### src/design/pba_queue.sv
`default_nettype none
// ----------------------------------------------------------------------------
// pba_queue
// Small register queue with full and empty flags; push and pop may coincide.
// ----------------------------------------------------------------------------
module pba_queue #(
   parameter int WIDTH = 8,
   parameter int DEPTH = 4
) (
   input  logic             clock,
   input  logic             reset,
   input  logic             push,
   input  logic [WIDTH-1:0] push_data,
   output logic             full,
   input  logic             pop,
   output logic [WIDTH-1:0] pop_data,
   output logic             empty
);

   localparam int AW = (DEPTH > 1) ? $clog2(DEPTH) : 1;

   logic [WIDTH-1:0] slot_ff [DEPTH];
   logic [AW-1:0]    wr_ptr_ff, wr_ptr_in;
   logic [AW-1:0]    rd_ptr_ff, rd_ptr_in;
   logic [AW:0]      count_ff, count_in;
   logic             do_push, do_pop;

   assign full     = (count_ff == (AW+1)'(DEPTH));
   assign empty    = (count_ff == '0);
   assign do_push  = push && !full;
   assign do_pop   = pop && !empty;
   assign pop_data = slot_ff[rd_ptr_ff];

   always_comb begin
      wr_ptr_in = wr_ptr_ff;
      rd_ptr_in = rd_ptr_ff;
      count_in  = count_ff;
      if (do_push) begin
         wr_ptr_in = (wr_ptr_ff == AW'(DEPTH-1)) ? '0 : wr_ptr_ff + AW'(1);
      end
      if (do_pop) begin
         rd_ptr_in = (rd_ptr_ff == AW'(DEPTH-1)) ? '0 : rd_ptr_ff + AW'(1);
      end
      if (do_push && !do_pop) begin
         count_in = count_ff + (AW+1)'(1);
      end else if (do_pop && !do_push) begin
         count_in = count_ff - (AW+1)'(1);
      end
   end

   always_ff @(posedge clock) begin
      if (reset) begin
         wr_ptr_ff <= '0;
         rd_ptr_ff <= '0;
         count_ff  <= '0;
      end else begin
         wr_ptr_ff <= wr_ptr_in;
         rd_ptr_ff <= rd_ptr_in;
         count_ff  <= count_in;
      end
   end

   always_ff @(posedge clock) begin
      if (do_push) begin
         slot_ff[wr_ptr_ff] <= push_data;
      end
   end

endmodule
`default_nettype wire

### config.mk
export PLATFORM = sky130hd
export DESIGN_NAME = pba_queue
export DESIGN_NICKNAME = d
export VERILOG_FILES = /design/src/design/pba_queue.sv
export SDC_FILE = /design/constraint.sdc
export NUM_CORES = 1
export LEC_CHECK = 0
export BUFFER_PORTS_ARGS = -buffer_cell sky130_fd_sc_hd__buf_2
export CAP_MARGIN = 20
export CORE_MARGIN = 5
export CORE_UTILIZATION = 60
export DETAILED_ROUTE_END_ITERATION = 12
export PLACE_DENSITY = 0.83
export SYNTH_ARGS = -nofsm -noshare
export SYNTH_HDL_FRONTEND = slang
export SYNTH_SLANG_ARGS = --single-unit
### constraint.sdc
create_clock -name clock -period 5.5 [get_ports clock]
set_clock_uncertainty 0.1 [all_clocks]
set_input_delay 0.825 -clock clock [delete_from_list [all_inputs] [get_ports clock]]
set_output_delay 0.825 -clock clock [all_outputs]
set_load 0.03 [all_outputs]
==> results.sh, run 1 <==
export IMPL_outcome="finished, final reports clean"
export IMPL_detailed_place_hpwl_mm=1.86
export IMPL_p_leak_nw=0.678
export IMPL_cp_arrival_ns=1.79
export IMPL_slew_headroom_pct=62.9
export IMPL_antenna_found_initial=0
export IMPL_grt_pass1_vias=892
export IMPL_vias=827
export IMPL_start_kind="flip-flop"
export IMPL_dieArea_mm2=0.00389
export IMPL_period_needed_ns=2.71
export IMPL_synth_top_area_share_pct=58.4
export IMPL_seq_area_frac_synth_pct=69.4
export IMPL_cp_end_kind="primary output"
export IMPL_yosys_area_top_type="edfxtp_1"
export IMPL_whs_ns=0.430
export IMPL_wl_per_cell_um=17.1
export IMPL_slowest_stage="dfxtp_1"
export IMPL_holdPathStages=2
export IMPL_crit_fanout=8
export IMPL_top_layer_used="met4"
export IMPL_finalHoldViolCount=0
export IMPL_grt_pass1_wl_mm=4.28
export IMPL_min_from="rd_ptr_ff[0]$_SDFFE_PP0P_"
export IMPL_avgViaCountPerCell=5.59
export IMPL_nets=135
export IMPL_initial_utilization_pct=61.2
export IMPL_period_share_pct=49.3
export IMPL_max_freq_mhz=369
export IMPL_drc_errors=0
export IMPL_first_iter_violations=12
export IMPL_yosys_warnings=0
export IMPL_core_area_mm2=0.00269
export IMPL_syn_num_nets=111
export IMPL_cts_root_buf="clkbuf_4"
export IMPL_pin_count=22
export IMPL_worstReg2RegEnd="count_ff[2]$_SDFFE_PP0P_"
export IMPL_drt_met1_wl_um=997
export IMPL_r2r_cells=9
export IMPL_clk_latency_ns=0.33
export IMPL_avgSynthCellArea_um2=17.9
export IMPL_tightest_slew_ns=0.555
export IMPL_io_buffers=21
export IMPL_dr_pass1_iters=4
export IMPL_path_class="reg2out"
export IMPL_cts_sinks=41
export IMPL_clk_pin_slew_ns=0.11
export IMPL_cts_setup_buffers=0
export IMPL_clk_path_buf_depth=2
export IMPL_synth_seq_cells=41
export IMPL_wl_met3_um=152
export IMPL_postCtsHoldBufs=0
export IMPL_r2r_start="count_ff[0]$_SDFFE_PP0P_"
export IMPL_cts_tree="built"
export IMPL_ant_nets=0
export IMPL_grt_use_total_pct=14.9
export IMPL_grt_start_max_net_pins=13
export IMPL_setup_violations=0
export IMPL_vdd_ir_drop_worst_uv=360
export IMPL_maxCapViolCount=0
export IMPL_hold_path_class="reg2reg"
export IMPL_wl_met2_mm=1.33
export IMPL_path_cells="mux4_2 > buf_2"
export IMPL_cts_resized=0
export IMPL_die_w_um=62.4
export IMPL_gp_congestion=0.742
export IMPL_cp_required_ns=4.58
export IMPL_cts_htree_levels=2
export IMPL_pwr_density_cell_mw_per_mm2=437
export IMPL_die_y_um=62.4
export IMPL_drt_total_wl_mm=2.53
export IMPL_slowest_delay_ns=0.69
export IMPL_numCtsBuffers=5
export IMPL_rows=19
export IMPL_drive_gt1_share_pct=38.5
export IMPL_yosysUniqueCellTypes=26
export IMPL_num_antenna_cells=0
export IMPL_post_synth_main_area_contributors="edfxtp_1 (58%), dfxtp_1 (11%), mux4_2 (11%)"
export IMPL_areaGrowthSynthToFinish_pct=10.4
export IMPL_syn_cell_area_mm2=0.00165
export IMPL_rrSetupSlack_ns=3.02
export IMPL_holdPathEnd="rd_ptr_ff[0]$_SDFFE_PP0P_"
export IMPL_rsz0062_at_grt="no"
export IMPL_setup_tns_ns=0
export IMPL_syn_inst=92
export IMPL_grt_overflow=0
export IMPL_finalMaxSlewViolations=0
export IMPL_fillCellCount=189
[critical path: cells and delay by family (launching register included)]
kind,cells,cell delay (ns)
buf+inv,1,0.19
flops,1,0.69
mux,1,0.57
[cells by family after synthesis]
logic type	Yosys count	synth area share (%)
xor gates and xnor gates	2	1.06
AOI/OAI and AO/OA	7	3.04
buffers and inverters	9	2.89
and+or+nand+nor	16	5.70
DFF	41	69.4
adders and majority gates	7	5.78
muxes	10	12.2
[power by group]
part           switching (W)  internal, W
sequential         0.0000381     0.000378
clock              0.0000870    0.0000487
combinational       0.000140     0.000101
[layout make-up]
cell class,count,area [um2],share of cell area [%]
clock buffers,6,41.3,2.27
clock inverters,2,10.0,0.551
inverters,5,23.8,1.31
multi-input cells,42,457,25.1
flip-flops and latches,41,1140,62.8
well taps,31,38.8,2.13
repair buffers,21,105,5.79
[per-layer routing]
layer	global-route usage, %	vias to the layer above
li1	-	397
met1	16.4	402
met2	25.5	23
met3	5.95	5
met4	6.37	0
met5	0	-
[sequential cells by signal, indices dropped and copies added, names as in the netlist, named ones only]
register / count
wr_ptr_ff: 2
count_ff: 3
rd_ptr_ff: 2
slot_ff: 32
[cell usage in the layout, fill, tap and decap left out]
master    count
or3_2         1
mux2i_1       2
ha_1          6
clkinv_4      1
and3_2        4
clkbuf_4      5
dfxtp_1       9
o21ai_1       1
nor2_2        1
nand2_1       1
clkbuf_1      1
inv_1         4
nor2_1        3
or3b_1        1
or3_1         1
edfxtp_1     32
mux4_2        8
clkinv_2      2
fa_1          1
buf_2        21
nor3_1        2
nand3_1       2
a21oi_1       3
o21ai_0       1
o31ai_2       2
xor2_1        2
[per-stage QoR]
stage	utilization, %	setup slack (ns)	instance area [um2]	cells	total power (W)
3_3_place_gp	65.7	2.89	1770	140	0.000656
3_5_place_dp	65.7	2.81	1770	140	0.000669
4_1_cts	67.6	2.71	1820	148	0.000805
6_report	67.6	2.79	1820	148	0.000793
2_1_floorplan	-	3.07	1650	92	0.000607
5_1_grt	67.6	2.61	1820	148	0.000846
[worst max path at each step]
stage | to | slack, ns | cells past startpoint | startpoint
floorplan | count_ff[2]$_SDFFE_PP0P_ | 3.07 | 8 | push
global placement | count_ff[2]$_SDFFE_PP0P_ | 2.89 | 9 | push
detailed placement | count_ff[2]$_SDFFE_PP0P_ | 2.81 | 9 | push
CTS | pop_data[1] | 2.71 | 2 | flip-flop
global route | pop_data[1] | 2.61 | 2 | flip-flop
finish | pop_data[1] | 2.79 | 2 | flip-flop
[synthesized netlist by cell type (all sizes together)]
library cell / count
nand2: 1
nand3: 2
or3b: 1
buf: 3
and3: 4
nor3: 2
clkinv: 1
edfxtp: 32
o31ai: 2
dfxtp: 9
fa: 1
o21ai: 2
mux4: 8
clkbuf: 1
or3: 2
ha: 6
a21oi: 3
inv: 4
mux2i: 2
xor2: 2
nor2: 4
(Power assumes the default switching activity.)
==> run 2: changes to the inputs <==
Settings changed: CORE_UTILIZATION 60 to 50, PLACE_DENSITY 0.83 to 0.73.
Clock period 5.5 ns to 2.4 ns, I/O delays scaled along.
==> results.sh, run 2 (synthesis results as in run 1) <==
export IMPL_cts_setup_buffers=0
export IMPL_power_w=0.00197
export IMPL_clk_pin_slew_ns=0.11
export IMPL_holdPathEnd="slot_ff[0][3]$_DFFE_PP_"
export IMPL_die_y_um=67.4
export IMPL_initial_utilization_pct=53.0
export IMPL_clk_latency_ns=0.33
export IMPL_setup_tns_ns=0
export IMPL_numCtsBuffers=5
export IMPL_whs_ns=0.135
export IMPL_grt_overflow=0
export IMPL_io_buffers=21
export IMPL_rows=20
export IMPL_largest_registers="slot_ff x32, count_ff x3"
export IMPL_seq_area_mm2=0.00114
export IMPL_areaGrowthSynthToFinish_pct=15.6
export IMPL_finalHoldViolCount=0
export IMPL_cts_htree_levels=2
export IMPL_avgViaCountPerCell=5.23
export IMPL_dieArea_mm2=0.00454
export IMPL_cp_end_kind="flip-flop"
export IMPL_drt_met1_wl_mm=1.08
export IMPL_outcome="finished, final reports clean"
export IMPL_fillCellCount=259
export IMPL_finalMaxSlewViolations=0
export IMPL_dr_pass1_iters=4
export IMPL_holdPathStages=1
export IMPL_hold_path_class="in2reg"
export IMPL_gp_congestion=0.736
export IMPL_tightest_slew_ns=0.391
export IMPL_drt_total_wl_mm=2.52
export IMPL_max_freq_mhz=443
export IMPL_r2r_cells=9
export IMPL_worstReg2RegEnd="count_ff[2]$_SDFFE_PP0P_"
export IMPL_regMostFlops="slot_ff"
export IMPL_pwr_density_cell_mw_per_mm2=1030
export IMPL_vdd_ir_drop_worst_uv=671
export IMPL_finalNonFillerCells=164
export IMPL_layout_common_cells="edfxtp_1 (32), buf_2 (21), mux4_2 (8), dfxtp_1 (6)"
export IMPL_detailed_place_hpwl_mm=1.79
export IMPL_postCtsHoldBufs=0
export IMPL_wl_met3_um=147
export IMPL_post_place_cells=156
export IMPL_cts_root_buf="clkbuf_4"
export IMPL_wl_per_cell_um=15.4
export IMPL_drc_errors=0
export IMPL_die_w_um=67.4
export IMPL_setup_violations=0
export IMPL_wl_met2_mm=1.25
export IMPL_start_kind="flip-flop"
export IMPL_cp_arrival_ns=2.43
export IMPL_pin_count=22
export IMPL_grt_use_total_pct=13.4
export IMPL_r2r_start="count_ff[2]$_SDFFE_PP0P_"
export IMPL_clk_path_buf_depth=2
export IMPL_multi_input_area_um2=475
export IMPL_rsz0062_at_grt="no"
export IMPL_ant_nets=0
export IMPL_period_needed_ns=2.26
export IMPL_largest_register_ffs=32
export IMPL_core_area_mm2=0.00310
export IMPL_first_iter_violations=32
export IMPL_cts_tree="built"
export IMPL_slew_headroom_pct=73.9
export IMPL_vias=858
export IMPL_dpl_cell_area_mm2=0.00180
export IMPL_num_antenna_cells=0
export IMPL_drive_gt1_share_pct=43.3
export IMPL_nets=138
export IMPL_min_from="push_data[3]"
export IMPL_grt_pass1_wl_mm=4.26
export IMPL_cts_resized=0
export IMPL_final_common_cell="edfxtp_1"
export IMPL_grt_start_max_net_pins=13
export IMPL_p_leak_nw=0.705
export IMPL_cp_required_ns=2.57
export IMPL_period_share_pct=94.1
export IMPL_antenna_found_initial=0
export IMPL_crit_fanout=5
export IMPL_rrSetupSlack_ns=0.14
export IMPL_cts_sinks=41
export IMPL_top_layer_used="met4"
export IMPL_grt_pass1_vias=907
export IMPL_final_area_mm2=0.00190
export IMPL_path_class="reg2reg"
export IMPL_maxCapViolCount=0
==> run 2: cell count changes in the layout (fill, tap and decap cells not counted), moves of 2 or more <==
cell / before / now
buf_4: 0 / 3
dfxtp_1: 9 / 6
clkinv_2: 2 / 0
dfxtp_2: 0 / 3
==> run 2: how the worst max path moves through the flow <==
stage / start / to / cells after the start
2_1_floorplan: count_ff[0]$_SDFFE_PP0P_ / count_ff[2]$_SDFFE_PP0P_ / 10
3_3_place_gp: count_ff[1]$_SDFFE_PP0P_ / count_ff[2]$_SDFFE_PP0P_ / 9
3_5_place_dp: count_ff[1]$_SDFFE_PP0P_ / count_ff[2]$_SDFFE_PP0P_ / 7
4_1_cts: count_ff[1]$_SDFFE_PP0P_ / count_ff[2]$_SDFFE_PP0P_ / 7
5_1_grt: count_ff[2]$_SDFFE_PP0P_ / count_ff[2]$_SDFFE_PP0P_ / 9
6_report: count_ff[2]$_SDFFE_PP0P_ / count_ff[2]$_SDFFE_PP0P_ / 9
==> run 2: area by class of cell <==
type,instances,share of cell area (%)
Clock inverter,2,1.78
Tap cell,44,2.89
Inverter,5,1.25
Timing Repair Buffer,24,6.71
Clock buffer,6,2.17
Sequential cell,41,60.2
Multi-Input combinational cell,42,25.0
==> run 2: power breakdown <==
part	leakage, nW	switching [W]	total (W)	internal (W)
Clock	0.0399	0.000200	0.000417	0.000217
Combinational	0.297	0.000355	0.000619	0.000263
Sequential	0.368	0.0000633	0.000932	0.000869
==> run 2: stage by stage <==
stage	util, %	setup WS (ns)
floorplan	-	0.0849
global placement	58.1	0.148
detailed placement	58.1	0.0604
CTS	60.6	0.0426
global route	61.3	0.0263
finish	61.3	0.141
==> run 2: per-layer routing <==
metal	vias up	GRT usage, %
met5	-	0
met4	0	4.56
met3	5	5.16
met2	23	22.3
met1	421	15.8
li1	409	-
==> run 2: critical path, cell delays in order, from the launching register on <==
cell and delay (ns):
dfxtp_2 0.37, or3b_4 0.26, clkinv_4 0.06, nor2_4 0.10, ha_2 0.19, inv_1 0.05
fa_1 0.37, xor2_1 0.16, or3_2 0.40, a21oi_1 0.14
==> run 3: changes to the inputs <==
Settings changed: CAP_MARGIN 20 to unset, CORE_ASPECT_RATIO set to 1.2, GPL_TIMING_DRIVEN set to 0.
==> results.sh, run 3 (synthesis results as in run 1) <==
export IMPL_vias=840
export IMPL_wl_per_cell_um=15.7
export IMPL_drive_gt1_share_pct=43.0
export IMPL_tightest_slew_ns=0.497
export IMPL_p_leak_nw=0.694
export IMPL_grt_overflow=0
export IMPL_areaGrowthSynthToFinish_pct=14.1
export IMPL_fillCellCount=248
export IMPL_drt_total_wl_mm=2.46
export IMPL_largest_registers="slot_ff x32, count_ff x3"
export IMPL_detailed_place_hpwl_mm=1.72
export IMPL_regMostFlops="slot_ff"
export IMPL_clk_path_buf_depth=2
export IMPL_final_area_mm2=0.00188
export IMPL_multi_input_area_um2=473
export IMPL_slew_headroom_pct=66.9
export IMPL_clk_pin_slew_ns=0.11
export IMPL_path_class="reg2reg"
export IMPL_period_needed_ns=2.31
export IMPL_die_y_um=72.8
export IMPL_max_freq_mhz=434
export IMPL_setup_tns_ns=0
export IMPL_seq_area_mm2=0.00115
export IMPL_grt_pass1_vias=882
export IMPL_start_kind="flip-flop"
export IMPL_antenna_found_initial=0
export IMPL_crit_fanout=7
export IMPL_setup_ws_ns=0.0945
export IMPL_nets=139
export IMPL_finalMaxSlewViolations=0
export IMPL_setup_violations=0
export IMPL_cts_root_buf="clkbuf_4"
export IMPL_dieArea_mm2=0.00454
export IMPL_min_from="push_data[2]"
export IMPL_largest_register_ffs=32
export IMPL_outcome="finished, final reports clean"
export IMPL_slowest_delay_ns=0.40
export IMPL_core_area_mm2=0.00311
export IMPL_r2r_start="count_ff[2]$_SDFFE_PP0P_"
export IMPL_dr_pass1_iters=2
export IMPL_drc_errors=0
export IMPL_first_iter_violations=23
export IMPL_cp_required_ns=2.58
export IMPL_dpl_cell_area_mm2=0.00179
export IMPL_slowest_stage="or3_2"
export IMPL_dp_slack_ns=0.00513
export IMPL_wl_met2_mm=1.30
export IMPL_num_antenna_cells=0
export IMPL_grt_use_total_pct=12.2
export IMPL_pin_count=22
export IMPL_die_w_um=62.4
export IMPL_startpoint="count_ff[2]$_SDFFE_PP0P_"
export IMPL_final_common_cell="edfxtp_1"
export IMPL_cts_htree_levels=2
export IMPL_initial_utilization_pct=52.9
export IMPL_period_share_pct=96.1
export IMPL_hold_path_class="in2reg"
export IMPL_top_layer_used="met4"
export IMPL_numCtsBuffers=5
export IMPL_layout_common_cells="edfxtp_1 (32), buf_2 (21), mux4_2 (8), dfxtp_1 (6)"
export IMPL_wl_met3_um=120
export IMPL_drt_met1_wl_um=971
export IMPL_gp_congestion=0.665
export IMPL_cts_sinks=41
export IMPL_io_buffers=20
export IMPL_grt_start_max_net_pins=14
export IMPL_grt_pass1_wl_mm=4.13
export IMPL_finalHoldViolCount=0
export IMPL_pwr_density_cell_mw_per_mm2=996
export IMPL_path_cells="or3b_1 > buf_6 > clkinv_4 > nor2_4 > ha_2 > inv_1 > fa_1 > xor2_1 > or3_2 > a21oi_1"
export IMPL_clk_latency_ns=0.34
export IMPL_cp_arrival_ns=2.49
export IMPL_cts_tree="built"
export IMPL_ant_nets=0
export IMPL_cp_end_kind="flip-flop"
export IMPL_whs_ns=0.119
export IMPL_maxCapViolCount=0
export IMPL_rows=22
export IMPL_vdd_ir_drop_worst_uv=686
export IMPL_critPathBufInv=3
export IMPL_path_delay_family="simple AND/OR/NAND/NOR gates"
export IMPL_avgViaCountPerCell=5.35
-- run 3: cell count changes in the layout (fill, tap and decap cells not counted), sizes merged --
cell      previous run  this run
bufinv               1         0
clkinvlp             0         1
clkinv               2         3
-- run 3: layout make-up --
type | instances | area share, %
Tap cell | 36 | 2.40
Clock inverter | 3 | 0.933
Multi-Input combinational cell | 42 | 25.2
Buffer | 4 | 1.27
Timing Repair Buffer | 21 | 5.73
Clock buffer | 5 | 2.00
Inverter | 5 | 1.27
Sequential cell | 41 | 61.2
-- run 3: worst paths after layout --
check	endpoint	slack [ns]	cells after the start
worst max-delay path	count_ff[2]$_SDFFE_PP0P_	0.09	10
worst min-delay path	slot_ff[3][2]$_DFFE_PP_	0.12	1
worst max register to register	count_ff[2]$_SDFFE_PP0P_	0.09	10
worst min register to register	flip-flop	0.42	2
-- run 3: per-stage QoR --
| stage | util (%) | std cells | power, W |
|---|---|---|---|
| after floorplan | - | 92 | 0.00139 |
| after global placement | 57.6 | 148 | 0.00152 |
| after detailed placement | 57.6 | 148 | 0.00154 |
| after CTS | 59.4 | 156 | 0.00187 |
| after global routing | 60.4 | 157 | 0.00199 |
| final | 60.4 | 157 | 0.00187 |
-- run 3: worst register-to-register path: cells and delay by family (launching register included) --
| family | cells | cell delay [ns] |
|---|---|---|
| AND/OR/NAND/NOR | 3 | 0.68 |
| AO/OA/AOI/OAI | 1 | 0.14 |
| XOR/XNOR | 1 | 0.16 |
| adder cells (fa/ha/maj) | 2 | 0.57 |
| buffers and inverters | 3 | 0.23 |
| flip-flops | 1 | 0.37 |
-- run 3: repair_timing --
| action | CTS | global route |
|---|---|---|
| gates resized for setup | 2 | 6 |
| hold buffers | 0 | 0 |
| buffers inserted | 0 | 1 |
| setup endpoints to repair | 1 | 1 |
| pin swaps | 0 | 0 |
-- run 3: power breakdown --
part	switching [W]	internal (W)
combinational	0.000362	0.000259
sequential	0.0000537	0.000873
clock	0.000213	0.000110
total	0.000629	0.00124
-- run 3: layer usage --
metal / global-route usage, % / vias up
met5: 0 / -
met4: 7.78 / 0
met3: 4.31 / 7
met2: 20.5 / 20
met1: 13.1 / 406
li1: - / 407
