`src/design/pba_pkg.sv`:
```
`default_nettype none
// ----------------------------------------------------------------------------
// pba_pkg
// Shared types and constants of the pixel binning average block.
// ----------------------------------------------------------------------------
package pba_pkg;

   localparam int OUT_BITS    = 18;
   localparam int WIDTH_BITS  = 13;
   localparam int HEIGHT_BITS = 16;
   localparam int CSR_BITS    = 16;

   typedef logic [0:0] csr_index_type;

   localparam csr_index_type CSR_IMAGE_WIDTH  = 1'b0;
   localparam csr_index_type CSR_IMAGE_HEIGHT = 1'b1;

   localparam logic [WIDTH_BITS-1:0]  WIDTH_RESET  = WIDTH_BITS'(1024);
   localparam logic [HEIGHT_BITS-1:0] HEIGHT_RESET = HEIGHT_BITS'(1024);

   // per item control from the front to the back
   typedef struct packed {
      logic by_first;
      logic by_last;
      logic row_end;
      logic frame_end;
   } pba_ctl_type;

endpackage
`default_nettype wire

```
`src/design/pba_front.sv`:
```
`default_nettype none
// ----------------------------------------------------------------------------
// pba_front
// Raster position tracking, block classification and horizontal block sums.
// ----------------------------------------------------------------------------
module pba_front #(
   parameter int BIN_FACTOR = 2,
   parameter int MAX_WIDTH  = 4096,
   parameter int PIXEL_BITS = 16,
   parameter int IDX_BITS   = 11
) (
   input  logic                             clock,
   input  logic                             reset,
   input  logic [pba_pkg::WIDTH_BITS-1:0]   image_width,
   input  logic [pba_pkg::HEIGHT_BITS-1:0]  image_height,
   input  logic                             accept,
   input  logic [PIXEL_BITS-1:0]            pixel_value,
   output logic                             push,
   output logic [pba_pkg::OUT_BITS-1:0]     acc,
   output logic [IDX_BITS-1:0]              xi,
   output pba_pkg::pba_ctl_type             ctl
);
   import pba_pkg::*;

   localparam int CW  = $clog2(MAX_WIDTH);
   localparam int WW  = (CW + 2 > WIDTH_BITS) ? CW + 2 : WIDTH_BITS;
   localparam int HW  = HEIGHT_BITS + 1;
   localparam int BXW = (BIN_FACTOR > 1) ? $clog2(BIN_FACTOR) : 1;

   logic [CW-1:0]          col_ff, col_in;
   logic [CW-1:0]          cb_ff, cb_in;
   logic [IDX_BITS-1:0]    xi_ff, xi_in;
   logic [BXW-1:0]         bx_ff, bx_in;
   logic [HEIGHT_BITS-1:0] row_ff, row_in;
   logic [HEIGHT_BITS-1:0] rb_ff, rb_in;
   logic [BXW-1:0]         by_ff, by_in;
   logic [OUT_BITS-1:0]    run_ff, run_in;

   logic [WW-1:0]       wext, weff;
   logic [HW-1:0]       heff;
   logic                col_wrap, row_wrap;
   logic                x_ok, x_end, y_ok, y_end, in_region;
   logic                bx_first, bx_last;
   logic [OUT_BITS-1:0] acc_sum;

   // zero counts as one, width saturates at the line store size
   always_comb begin
      wext = WW'(image_width);
      if (wext == '0) begin
         weff = WW'(1);
      end else if (wext > WW'(MAX_WIDTH)) begin
         weff = WW'(MAX_WIDTH);
      end else begin
         weff = wext;
      end
      heff = (image_height == '0) ? HW'(1) : HW'(image_height);
   end

   assign col_wrap  = (WW'(col_ff) + WW'(1)) >= weff;
   assign row_wrap  = (HW'(row_ff) + HW'(1)) >= heff;
   assign x_ok      = (WW'(cb_ff) + WW'(BIN_FACTOR)) <= weff;
   assign x_end     = (WW'(cb_ff) + WW'(2 * BIN_FACTOR)) > weff;
   assign y_ok      = (HW'(rb_ff) + HW'(BIN_FACTOR)) <= heff;
   assign y_end     = (HW'(rb_ff) + HW'(2 * BIN_FACTOR)) > heff;
   assign in_region = x_ok && y_ok;
   assign bx_first  = (bx_ff == '0);
   assign bx_last   = (bx_ff == BXW'(BIN_FACTOR - 1));
   assign acc_sum   = (bx_first ? '0 : run_ff) + OUT_BITS'(pixel_value);

   assign push          = accept && in_region && bx_last;
   assign acc           = acc_sum;
   assign xi            = xi_ff;
   assign ctl.by_first  = (by_ff == '0);
   assign ctl.by_last   = (by_ff == BXW'(BIN_FACTOR - 1));
   assign ctl.row_end   = x_end;
   assign ctl.frame_end = x_end && y_end;

   always_comb begin
      col_in = col_ff;
      cb_in  = cb_ff;
      xi_in  = xi_ff;
      bx_in  = bx_ff;
      row_in = row_ff;
      rb_in  = rb_ff;
      by_in  = by_ff;
      run_in = run_ff;
      if (accept) begin
         if (in_region) begin
            run_in = acc_sum;
         end
         if (col_wrap) begin
            col_in = '0;
            cb_in  = '0;
            xi_in  = '0;
            bx_in  = '0;
            if (row_wrap) begin
               row_in = '0;
               rb_in  = '0;
               by_in  = '0;
            end else begin
               row_in = row_ff + HEIGHT_BITS'(1);
               if (ctl.by_last) begin
                  by_in = '0;
                  rb_in = rb_ff + HEIGHT_BITS'(BIN_FACTOR);
               end else begin
                  by_in = by_ff + BXW'(1);
               end
            end
         end else begin
            col_in = col_ff + CW'(1);
            if (bx_last) begin
               bx_in = '0;
               cb_in = cb_ff + CW'(BIN_FACTOR);
               xi_in = xi_ff + IDX_BITS'(1);
            end else begin
               bx_in = bx_ff + BXW'(1);
            end
         end
      end
   end

   always_ff @(posedge clock) begin
      if (reset) begin
         col_ff <= '0;
         cb_ff  <= '0;
         xi_ff  <= '0;
         bx_ff  <= '0;
         row_ff <= '0;
         rb_ff  <= '0;
         by_ff  <= '0;
         run_ff <= '0;
      end else begin
         col_ff <= col_in;
         cb_ff  <= cb_in;
         xi_ff  <= xi_in;
         bx_ff  <= bx_in;
         row_ff <= row_in;
         rb_ff  <= rb_in;
         by_ff  <= by_in;
         run_ff <= run_in;
      end
   end

endmodule
`default_nettype wire

```
`config.mk`:
```
export PLATFORM = sky130hd
export DESIGN_NAME = pba_front
export DESIGN_NICKNAME = d
export VERILOG_FILES = /design/src/design/pba_pkg.sv /design/src/design/pba_front.sv
export SDC_FILE = /design/constraint.sdc
export NUM_CORES = 1
export LEC_CHECK = 0
export CAP_MARGIN = 20
export CELL_PAD_IN_SITES_DETAIL_PLACEMENT = 0
export CELL_PAD_IN_SITES_GLOBAL_PLACEMENT = 2
export CORE_MARGIN = 2
export CORE_UTILIZATION = 36
export CTS_BUF_LIST = sky130_fd_sc_hd__clkbuf_8
export CTS_CLUSTER_DIAMETER = 60
export DETAILED_ROUTE_END_ITERATION = 16
export DONT_BUFFER_PORTS = 1
export PLACE_DENSITY_LB_ADDON = 0.15
export SLEW_MARGIN = 20
export SYNTH_ARGS = -nofsm -noshare
export SYNTH_HDL_FRONTEND = slang
export SYNTH_SLANG_ARGS = --single-unit
```
`constraint.sdc`:
```
create_clock -name clock -period 3.9 [get_ports clock]
set_clock_uncertainty 0.2 [all_clocks]
set_input_delay 0.585 -clock clock [delete_from_list [all_inputs] [get_ports clock]]
set_output_delay 0.585 -clock clock [all_outputs]
set_load 0.1 [all_outputs]
```
==> results.md, run 1 <==
- Fin worst setup slack: -0.147 ns
- Yosys warnings: 0
- Die W: 151 um
- Outcome: finished with violations
- Failing checks: setup timing
- Via count: 7,099
- Final Hold Vio Count: 0
- Slew HR: 27.2%
- Count of cell types in the netlist: 82
- WS Path Type: flop to output port
- Initial antenna violation count: 0
- Inst Count DP: 1,289
- Post-synthesis cell area: 7750 sq um
- Min-delay src: reset
- Worst EP arrival: 3.26 ns
- Fin. max-slew vios: 0
- R2R Path End: rb_ff[12]
- Initial core utilization: 36.8%
- Synth Area in XOR/XNOR: 9.62%
- Antenna Nets Post-Route: 0
- Multiplexer share of the synthesized area: 2.36%
- Post-CTS Hold Fix Bufs: 0
- Worst-path fanout max: 3
- Ys async rst share: 0%
- Critical R2R Launch: row_ff[0]
- Die Y: 151 um
- Wirelength per Cell: 17.3 um
- CP Launch Type: flop
- Nets: 1,190
- Fmax: 247 MHz
- Max-cap violations: 0
- Root buffer cell: clkbuf_8
- Die area: 22,700 sq um
- Register bit count reported by yosys: 85
- GPL Wtd Cong: 0.814
- Compound-Gate Fraction of Synth Area: 20.0%
- Vias in the first global route: 6,906
- Post-synthesis sequential area ratio: 21.9%
- Crit. End Element: output port
- CTS tree: built
- Hold/Removal Path Class: input port to flop
- Min Tclk post-route: 4.05 ns
- RSZ-0062 raised after global routing: true
- Leakage: 4.22 nW
- Most common cell after layout, fill and taps aside: ha_1
- WP data required: 3.12 ns
- Commonest non-fill, non-tap cells in the layout: ha_1 (95), buf_4 (94), nand2_1 (85), dfxtp_1 (78), a21oi_1 (69)
- Post-Layout Cell Count: 1,321
- Global-route wire length before repair: 36,500 um
- Layout cell share with drive strength beyond 1: 21.9%
- Power per Cell Area: 225 nW/um^2
- H-tree depth: 3
- Main synth FF type: dfxtp_1
- Area grow syn2layout: 22.6%
- Ant. Diodes: 0
- CTS clk-pin slew, worst paths: 0.10 ns
- Adder-Cell Fraction of Synth Area: 16.5%
- Worst hold path depth: 1
- Cts bufs inserted: 9
- Largest family of logic cells by synthesized area: simple AND/OR/NAND/NOR gates
- Synth Area in Simple Gates: 23.7%
- IO buf count: 0
- Syn avg cell area: 8.01 sq um
- R2R cell count: 15
- Global-route usage over all layers: 20.5%
- Clock sinks: 85
- Post-Synthesis Cells: 968
- Syn Nets: 1,117
- Peak supply drop: 0.000190 V
- R2R Setup Slk: 0.27 ns
- Largest net degree at the start of global routing: 66
- Num rows: 53
- Max clock buf depth: 2
- Setup TNS: -0.222 ns
- Drt drc: 0
- Core Area: 21,100 sq um
- HPWL after DPL: 17,300 um
- Final setup fails: 2
- Tightest Pin Transition: 1.09 ns
- Worst hold endpoint: by_ff
- IO Count: 82
- Number of synthesized flops with an enable pin: 0
- Total grt overflow: 0
- Vias/cell: 5.37
- Worst skew pair latency: 0.38 ns
- Final WL: 22,900 um
- Iteration-0 DRC Markers: 261
- Drt pass-1 iters: 4
- Fin crit share: 104%
critical path, stage by stage, from the launching register on:
cell,delay (ns)
dfxtp_1,0.34
nand4_1,0.13
buf_4,0.18
nor3_4,0.18
xor2_1,0.21
ha_1,0.28
a21o_1,0.16
a21o_1,0.18
a21oi_2,0.15
nor2_1,0.06
a2111o_1,0.44
a22oi_4,0.22
and2_4,0.37
what timing repair did:
| action | CTS | global route |
|---|---|---|
| gates cloned | 1 | 0 |
| setup endpoints to repair | 6 | 35 |
| pin swaps | 27 | 28 |
| setup buffers | 8 | 7 |
| resized for setup | 30 | 33 |
report_power, final:
part           switching (mW)  internal [mW]  total [mW]  leakage [nW]
sequential            0.00921          0.885       0.894         0.693
clock                   0.361          0.359       0.720         0.111
combinational           0.348          0.176       0.524          3.42
total                   0.718           1.42        2.14          4.22
flip-flops by register name (all words and copies together), names as in the netlist:
name / count
by_ff: 1
rb_ff: 15
run_ff: 18
row_ff: 16
cb_ff: 11
bx_ff: 1
col_ff: 12
xi: 11
metal layers:
| layer | GRT usage, % | wire [um] | vias up |
|---|---|---|---|
| li1 | - | - | 3661 |
| met1 | 29.9 | 11700 | 3327 |
| met5 | 0 | 0 | - |
| met2 | 31.8 | 10100 | 101 |
| met4 | 3.93 | 174 | 0 |
| met3 | 3.64 | 952 | 10 |
cell usage after synthesis, drive strengths merged (9+ instances only):
library cell,count,share of area (%)
nor3,14,1.0
o32ai,12,1.4
a21o,26,2.5
nand3,55,3.6
o21ai,43,2.8
dfxtp,85,22
nand2,89,4.3
xnor2,57,6.4
mux2i,16,2.1
a21oi,75,4.8
ha,100,16
xor2,23,2.6
nand4,29,2.3
a31oi,10,0.89
nor2,56,2.7
inv,51,2.5
nor4,10,0.89
and2,29,2.3
clkbuf,28,1.6
and3,26,2.3
a22o,9,1.0
nand3b,15,1.5
buf,20,1.7
layout make-up:
| class | instances | area, sq um |
|---|---|---|
| fill | 2185 | 11600 |
| sequential | 85 | 1720 |
| clock inverter | 7 | 90.1 |
| clock buffer | 9 | 124 |
| multi-input combinational | 782 | 6050 |
| timing repair buffer | 110 | 986 |
| tap | 275 | 344 |
| inverter | 53 | 199 |
logic make-up after synthesis:
kind of cell,after synthesis
muxes,18
xor gates and xnor gates,82
buffers and inverters,101
AOI/OAI and AO/OA,232
adders and majority gates,102
and+or+nand+nor,348
DFF,85
worst max path at each step:
stage | to | startpoint
after floorplan | ctl[0] | image_width[12]
after global placement | push | rb_ff[2]
after detailed placement | push | rb_ff[2]
after CTS | push | rb_ff[2]
after global routing | push | rb_ff[4]
final | push | rb_ff[7]
through the flow:
| stage | hold WS (ns) | instance area (sq um) | setup WS [ns] | total power [mW] | utilization, % |
|---|---|---|---|---|---|
| final | 0.0562 | 9510 | -0.147 | 2.14 | 45.1 |
| after global routing | 0.0423 | 9510 | -0.297 | 2.24 | 45.1 |
| after CTS | 0.0375 | 9270 | -0.210 | 2.16 | 44.0 |
| after detailed placement | 0.261 | 8860 | 0.0774 | 1.42 | 42.0 |
| after global placement | 0.254 | 8860 | 0.0691 | 1.42 | 42.0 |
| after floorplan | 0.252 | 7960 | -0.280 | 1.31 | - |
Note: power is estimated with default switching activity, not from simulation.
==> run 2: changes to the inputs <==
--- a/config.mk
+++ b/config.mk
@@ -5,11 +5,12 @@
 export SDC_FILE = /design/constraint.sdc
 export NUM_CORES = 1
 export LEC_CHECK = 0
+export ABC_AREA = 1
 export CAP_MARGIN = 20
 export CELL_PAD_IN_SITES_DETAIL_PLACEMENT = 0
 export CELL_PAD_IN_SITES_GLOBAL_PLACEMENT = 2
-export CORE_MARGIN = 2
-export CORE_UTILIZATION = 36
+export CORE_MARGIN = 4
+export CORE_UTILIZATION = 33
 export CTS_BUF_LIST = sky130_fd_sc_hd__clkbuf_8
 export CTS_CLUSTER_DIAMETER = 60
 export DETAILED_ROUTE_END_ITERATION = 16
==> results.md, run 2 <==
- Min Tclk post-route: 3.81 ns (-0.238 ns)
- Total grt overflow: 0 (unchanged)
- Max clock buf depth: 2 (unchanged)
- Post-Synthesis Cells: 1,270 (+31%)
- Global-route usage over all layers: 17.4% (-3.1 points)
- Final WL: 24,500 um (+7.1%)
- Fin crit share: 97.7% (-6.1 points)
- Tightest Pin Transition: 1.07 ns (-0.0187 ns)
- Post-synthesis cell area: 8340 sq um (+7.5%)
- Biggest register: run_ff
- Via count: 7,965 (+12%)
- Commonest non-fill, non-tap cells in the layout: nand2_1 (284), inv_1 (165), nor2_1 (148), ha_1 (95), a21oi_1 (84)
- Pwr Total: 2.35 mW (+10%)
- Die Y: 167 um (+11%)
- Final setup fails: 0 (-2)
- Initial core utilization: 33.9% (-2.9 points)
- Largest net degree at the start of global routing: 41 (-38%)
- Die area: 27,900 sq um (+23%)
- Core Area: 24,600 sq um (+17%)
- R2R Setup Slk: 0.38 ns (+0.11 ns)
- Nets: 1,461 (+23%)
- Top post-synthesis cells by count: nand2_1 (293), inv_1 (166), nor2_1 (156)
- Crit path cell chain: nand2_1, nor3_4, buf_6, buf_6, nand2_4, xor2_2, ha_1, nand2_2, nor4_2, nand4_1, a21oi_4, nand2_2, nor2_4, buf_12
- CP top delay family: simple AND/OR/NAND/NOR gates
- Root buffer cell: clkbuf_8
- Clock sinks: 85 (unchanged)
- Drt drc: 0 (unchanged)
- Crit. End Element: output port
- Slew HR: 28.5% (+1.2 points)
- WS Path Type: flop to output port
- Ys async rst share: 0% (unchanged)
- Peak supply drop: 0.000182 V (-4.1%)
- Fin. max-slew vios: 0 (unchanged)
- WP data required: 3.12 ns (about the same)
- Area share of the largest cell type after synthesis: 20.4% (-1.5 points)
- Global-route wire length before repair: 40,200 um (+10%)
- Worst EP arrival: 3.02 ns (-0.24 ns)
- Power per Cell Area: 243 nW/um^2 (+7.9%)
- Leakage: 4.74 nW (+12%)
- Biggest area consumer among synthesized cells: dfxtp_1
- Bufs and invs on worst path: 3 (+2)
- Layout cell share with drive strength beyond 1: 15.2% (-6.7 points)
- Hold/Removal Path Class: input port to flop
- CP Launch Type: flop
- IO buf count: 0 (unchanged)
- Initial antenna violation count: 0 (unchanged)
- Syn avg cell area: 6.56 sq um (-18%)
- Fmax: 263 MHz (+6.2%)
- Number of synthesized flops with an enable pin: 0 (unchanged)
- CTS clk-pin slew, worst paths: 0.10 ns (about the same)
- Post-synthesis sequential area ratio: 20.4% (-1.5 points)
- Syn Nets: 1,419 (+27%)
- Yosys warnings: 0 (unchanged)
- HPWL after DPL: 19,000 um (+9.9%)
- Hold slack: 0.0512 ns (-0.00495 ns)
- Area grow syn2layout: 16.2%
- Count of cell types in the netlist: 56 (-32%)
- Max reg flops: 18 (unchanged)
- Drt pass-1 iters: 7 (+3)
- Worst skew pair latency: 0.38 ns (about the same)
- Most common cell after layout, fill and taps aside: nand2_1
- Antenna Nets Post-Route: 0 (unchanged)
- Vias/cell: 4.85 (-9.7%)
- Die W: 167 um (+11%)
- IO Count: 82 (unchanged)
- H-tree depth: 3 (unchanged)
- Vias in the first global route: 7,864 (+14%)
- Worst-path fanout max: 6 (+3)
- RSZ-0062 raised after global routing: true
- Post-CTS Hold Fix Bufs: 0 (unchanged)
- Top Registers: run_ff (18), row_ff (16), rb_ff (15)
- Most common cell in the netlist: nand2_1
- Register bit count reported by yosys: 85 (unchanged)
- Ant. Diodes: 0 (unchanged)
- CP max stage cell: dfxtp_2
- Main synth FF type: dfxtp_1
- Iteration-0 DRC Markers: 405 (+55%)
- Final Hold Vio Count: 0 (unchanged)
- Wirelength per Cell: 14.9 um (-14%)
- CP max stage delay: 0.44 ns (about the same)
- Max-cap violations: 0 (unchanged)
- Outcome: finished, final reports clean
- GPL Wtd Cong: 0.801 (-1.6%)
- CTS tree: built
- Synth top area cells: dfxtp_1 (20%), ha_1 (15%), nand2_1 (13%)
- Cts bufs inserted: 9 (unchanged)
- Num rows: 57 (+7.5%)
run 2: cell count changes in the layout (fill, tap and decap cells not counted), sizes merged, moves of 24 or more:
cell	delta
nor2	+107
xnor2	-45
xor2	+35
nand2	+218
buf	-41
inv	+120
and2	-28
and3	-24
run 2: metal layers:
layer  wire length (um)  GRT usage, %
met1              12100          23.4
met2              11300          29.7
met3                899          3.29
met4                225          3.06
met5                  0             0
run 2: path summary, 6_finish.rpt:
check                    end  cells past startpoint       from
setup / recovery        push                     14   rb_ff[5]
hold / removal      cb_ff[6]                      1      reset
setup reg to reg  row_ff[12]                     16  row_ff[0]
hold reg to reg    row_ff[9]                      2  row_ff[9]
run 2: area by class of cell:
class	instances	area, sq um
clock buffers	11	151
clock inverters	5	58.8
fillers	2734	14900
inverters	171	647
multi-input cells	977	6050
flip-flops and latches	85	1730
well taps	324	405
repair buffers	68	647
run 2: cells by family after synthesis:
| family | after synthesis | synth area share (%) |
|---|---|---|
| AO/OA/AOI/OAI | 162 | 11.2 |
| XOR/XNOR | 70 | 7.45 |
| adder cells (fa/ha/maj) | 101 | 15.3 |
| buffers and inverters | 208 | 10.8 |
| flip-flops | 85 | 20.4 |
| multiplexers | 1 | 0.120 |
| AND/OR/NAND/NOR | 643 | 34.7 |
run 2: repair_timing:
item                                    CTS  global route
resized for setup                        28            55
endpoints found under the setup margin    3            16
pin swaps                                 8            32
cloned                                    0             0
setup buffers                             2            14
run 2: through the flow:
step | std cells | utilization (%) | cell area [sq um] | TNS, ns | setup slack, ns
6_report | 1641 | 39.4 | 9680 | 0 | 0.0907
5_1_grt | 1641 | 39.4 | 9680 | -0.200 | -0.110
4_1_cts | 1627 | 38.0 | 9360 | -0.0348 | -0.0348
3_5_place_dp | 1609 | 36.8 | 9040 | 0 | 0.120
3_3_place_gp | 1609 | 36.8 | 9040 | 0 | 0.183
2_1_floorplan | 1270 | - | 8380 | -0.149 | -0.113
run 2: power breakdown:
part | total [mW] | switching (mW) | leakage (nW) | internal, mW
registers | 0.913 | 0.0192 | 0.698 | 0.894
clock network | 0.711 | 0.378 | 0.107 | 0.333
logic | 0.726 | 0.516 | 3.94 | 0.210
==> run 3: changes to the inputs <==
--- a/config.mk
+++ b/config.mk
@@ -16,6 +16,7 @@
 export DETAILED_ROUTE_END_ITERATION = 16
 export DONT_BUFFER_PORTS = 1
 export PLACE_DENSITY_LB_ADDON = 0.15
+export RECOVER_POWER = 50
 export SLEW_MARGIN = 20
 export SYNTH_ARGS = -nofsm -noshare
 export SYNTH_HDL_FRONTEND = slang
==> results.md, run 3 (synthesized netlist as in run 2, its figures left out) <==
- Post-Layout Cell Count: 1,641 (unchanged)
- Final setup fails: 0 (unchanged)
- Biggest register: run_ff
- IO Count: 82 (unchanged)
- Commonest non-fill, non-tap cells in the layout: nand2_1 (284), inv_1 (165), nor2_1 (148), ha_1 (95), a21oi_1 (84)
- CP Launch Type: flop
- Internal: 1.43 mW (-0.52%)
- IO buf count: 0 (unchanged)
- Pwr Total: 2.34 mW (-0.32%)
- Root buffer cell: clkbuf_8
- Initial core utilization: 33.9% (unchanged)
- Die W: 167 um (unchanged)
- Met2 Use GR: 29.7% (unchanged)
- Inst Count DP: 1,609 (unchanged)
- Cts bufs inserted: 9 (unchanged)
- Comb pwr share: 30.7% (-0.2 points)
- Largest net degree at the start of global routing: 41 (unchanged)
- Outcome: finished, final reports clean
- HPWL after DPL: 19,000 um (unchanged)
- Wirelength per Cell: 14.9 um (-0.14%)
- Fin. max-slew vios: 0 (unchanged)
- Max-cap violations: 0 (unchanged)
- NetSw: 0.913 mW (about the same)
- Vias in the first global route: 7,864 (unchanged)
- Clock sinks: 85 (unchanged)
- Worst EP arrival: 3.02 ns (about the same)
- Via count: 7,957 (-0.10%)
- Hold/Removal Path Class: input port to flop
- Met1 Track Usage GR: 23.4% (unchanged)
- WP data required: 3.12 ns (about the same)
- GR peak layer: met2
- Nets: 1,461 (unchanged)
- Post-CTS Hold Fix Bufs: 0 (unchanged)
- Ant. Diodes: 0 (unchanged)
- Power per Cell Area: 243 nW/um^2 (+0.21%)
- Peak supply drop: 0.000183 V (+0.55%)
- H-tree depth: 3 (unchanged)
- Max reg flops: 18 (unchanged)
- GPL Wtd Cong: 0.801 (unchanged)
- Tightest Pin Transition: 1.48 ns (+0.405 ns)
- Share of total power in the clock network: 30.4% (+0.2 points)
- Met3 Use GR: 3.29% (unchanged)
- Slew HR: 1.59% (-27 points)
- Final WL: 24,500 um (-0.14%)
- Total grt overflow: 0 (unchanged)
- Sequential power share: 39.0% (about the same)
- Crit. End Element: output port
- Antenna Nets Post-Route: 0 (unchanged)
- Vias/cell: 4.85 (-0.10%)
- Utilization after layout: 39.2% (-0.21 points)
- Top Registers: run_ff (18), row_ff (16), rb_ff (15)
- Fin crit share: 97.5% (-0.15 points)
- Most common cell after layout, fill and taps aside: nand2_1
- WS Path Type: flop to output port
- Global-route wire length before repair: 40,200 um (unchanged)
- Drt pass-1 iters: 5 (-2)
- Worst skew pair latency: 0.38 ns (about the same)
- Min Tclk post-route: 3.80 ns (-0.00604 ns)
- Global-route usage over all layers: 17.4% (unchanged)
- Initial antenna violation count: 0 (unchanged)
- Area grow syn2layout: 15.6%
- Layout cell share with drive strength beyond 1: 14.2% (-0.99 points)
- Fmax: 263 MHz (+0.16%)
- Hold slack: 0.0516 ns (+0.000354 ns)
- Iteration-0 DRC Markers: 393 (-3.0%)
- CTS tree: built
- Worst-path fanout max: 6 (unchanged)
- CTS clk-pin slew, worst paths: 0.10 ns (about the same)
- Core Area: 24,600 sq um (unchanged)
- Switching Fraction: 39.0% (+0.13 points)
- Die area: 27,900 sq um (unchanged)
- Leakage: 4.69 nW (-1.1%)
- Final Hold Vio Count: 0 (unchanged)
- Max clock buf depth: 2 (unchanged)
- Die Y: 167 um (unchanged)
- Drt drc: 0 (unchanged)
- Num rows: 57 (unchanged)
- RSZ-0062 raised after global routing: true
run 3: metrics by stage:
step	cell area [sq um]	worst slack, ns	setup TNS [ns]
2_1_floorplan	8380	-0.113	-0.149
3_3_place_gp	9040	0.183	0
3_5_place_dp	9040	0.120	0
4_1_cts	9360	-0.0348	-0.0348
5_1_grt	9630	-0.110	-0.200
6_report	9630	0.0967	0
run 3: path summary, 6_finish.rpt:
path	startpoint	to	slack, ns	depth (start not counted)
worst max-delay path	rb_ff[5]	push	0.1	14
worst min-delay path	reset	cb_ff[6]	0.05	1
worst max register to register	row_ff[0]	row_ff[12]	0.38	16
worst min register to register	row_ff[9]	row_ff[9]	0.29	2
run 3: layer usage:
layer	vias up	share of wire, %
li1	4236	-
met1	3592	49
met2	114	46
met3	15	3.7
met4	0	0.94
met5	-	0
run 3: what timing repair did:
item / in CTS / in global routing
hold endpoints to repair: 0 / 0
setup buffers: 2 / 14
pin swaps: 8 / 32
gates cloned: 0 / 0
setup endpoints to repair: 3 / 16
gates resized for setup: 28 / 55
run 3: worst max-delay path, cell delays in order, from the launching register on:
cell     delay, ns
dfxtp_2       0.43
nand2_1       0.14
nor3_4        0.19
buf_6         0.14
buf_6         0.10
nand2_4       0.04
xor2_2        0.19
ha_1          0.30
nand2_2       0.08
nor4_2        0.24
nand4_1       0.17
a21oi_4       0.22
nand2_2       0.08
nor2_4        0.13
buf_12        0.18
run 3: power groups by stage:
stage	combinational (mW)	sequential (mW)	clock [mW]
after floorplan	0.535	0.956	0
after global placement	0.723	0.934	0
after detailed placement	0.722	0.935	0
after CTS	0.725	0.914	0.756
after global routing	0.792	0.918	0.774
final	0.718	0.913	0.711
run 3: cell type report:
class / instances / area, sq um
inverter: 171 / 647
sequential: 85 / 1730
fill: 2738 / 15000
clock inverter: 5 / 58.8
tap: 324 / 405
timing repair buffer: 68 / 596
clock buffer: 11 / 151
multi-input combinational: 977 / 6050
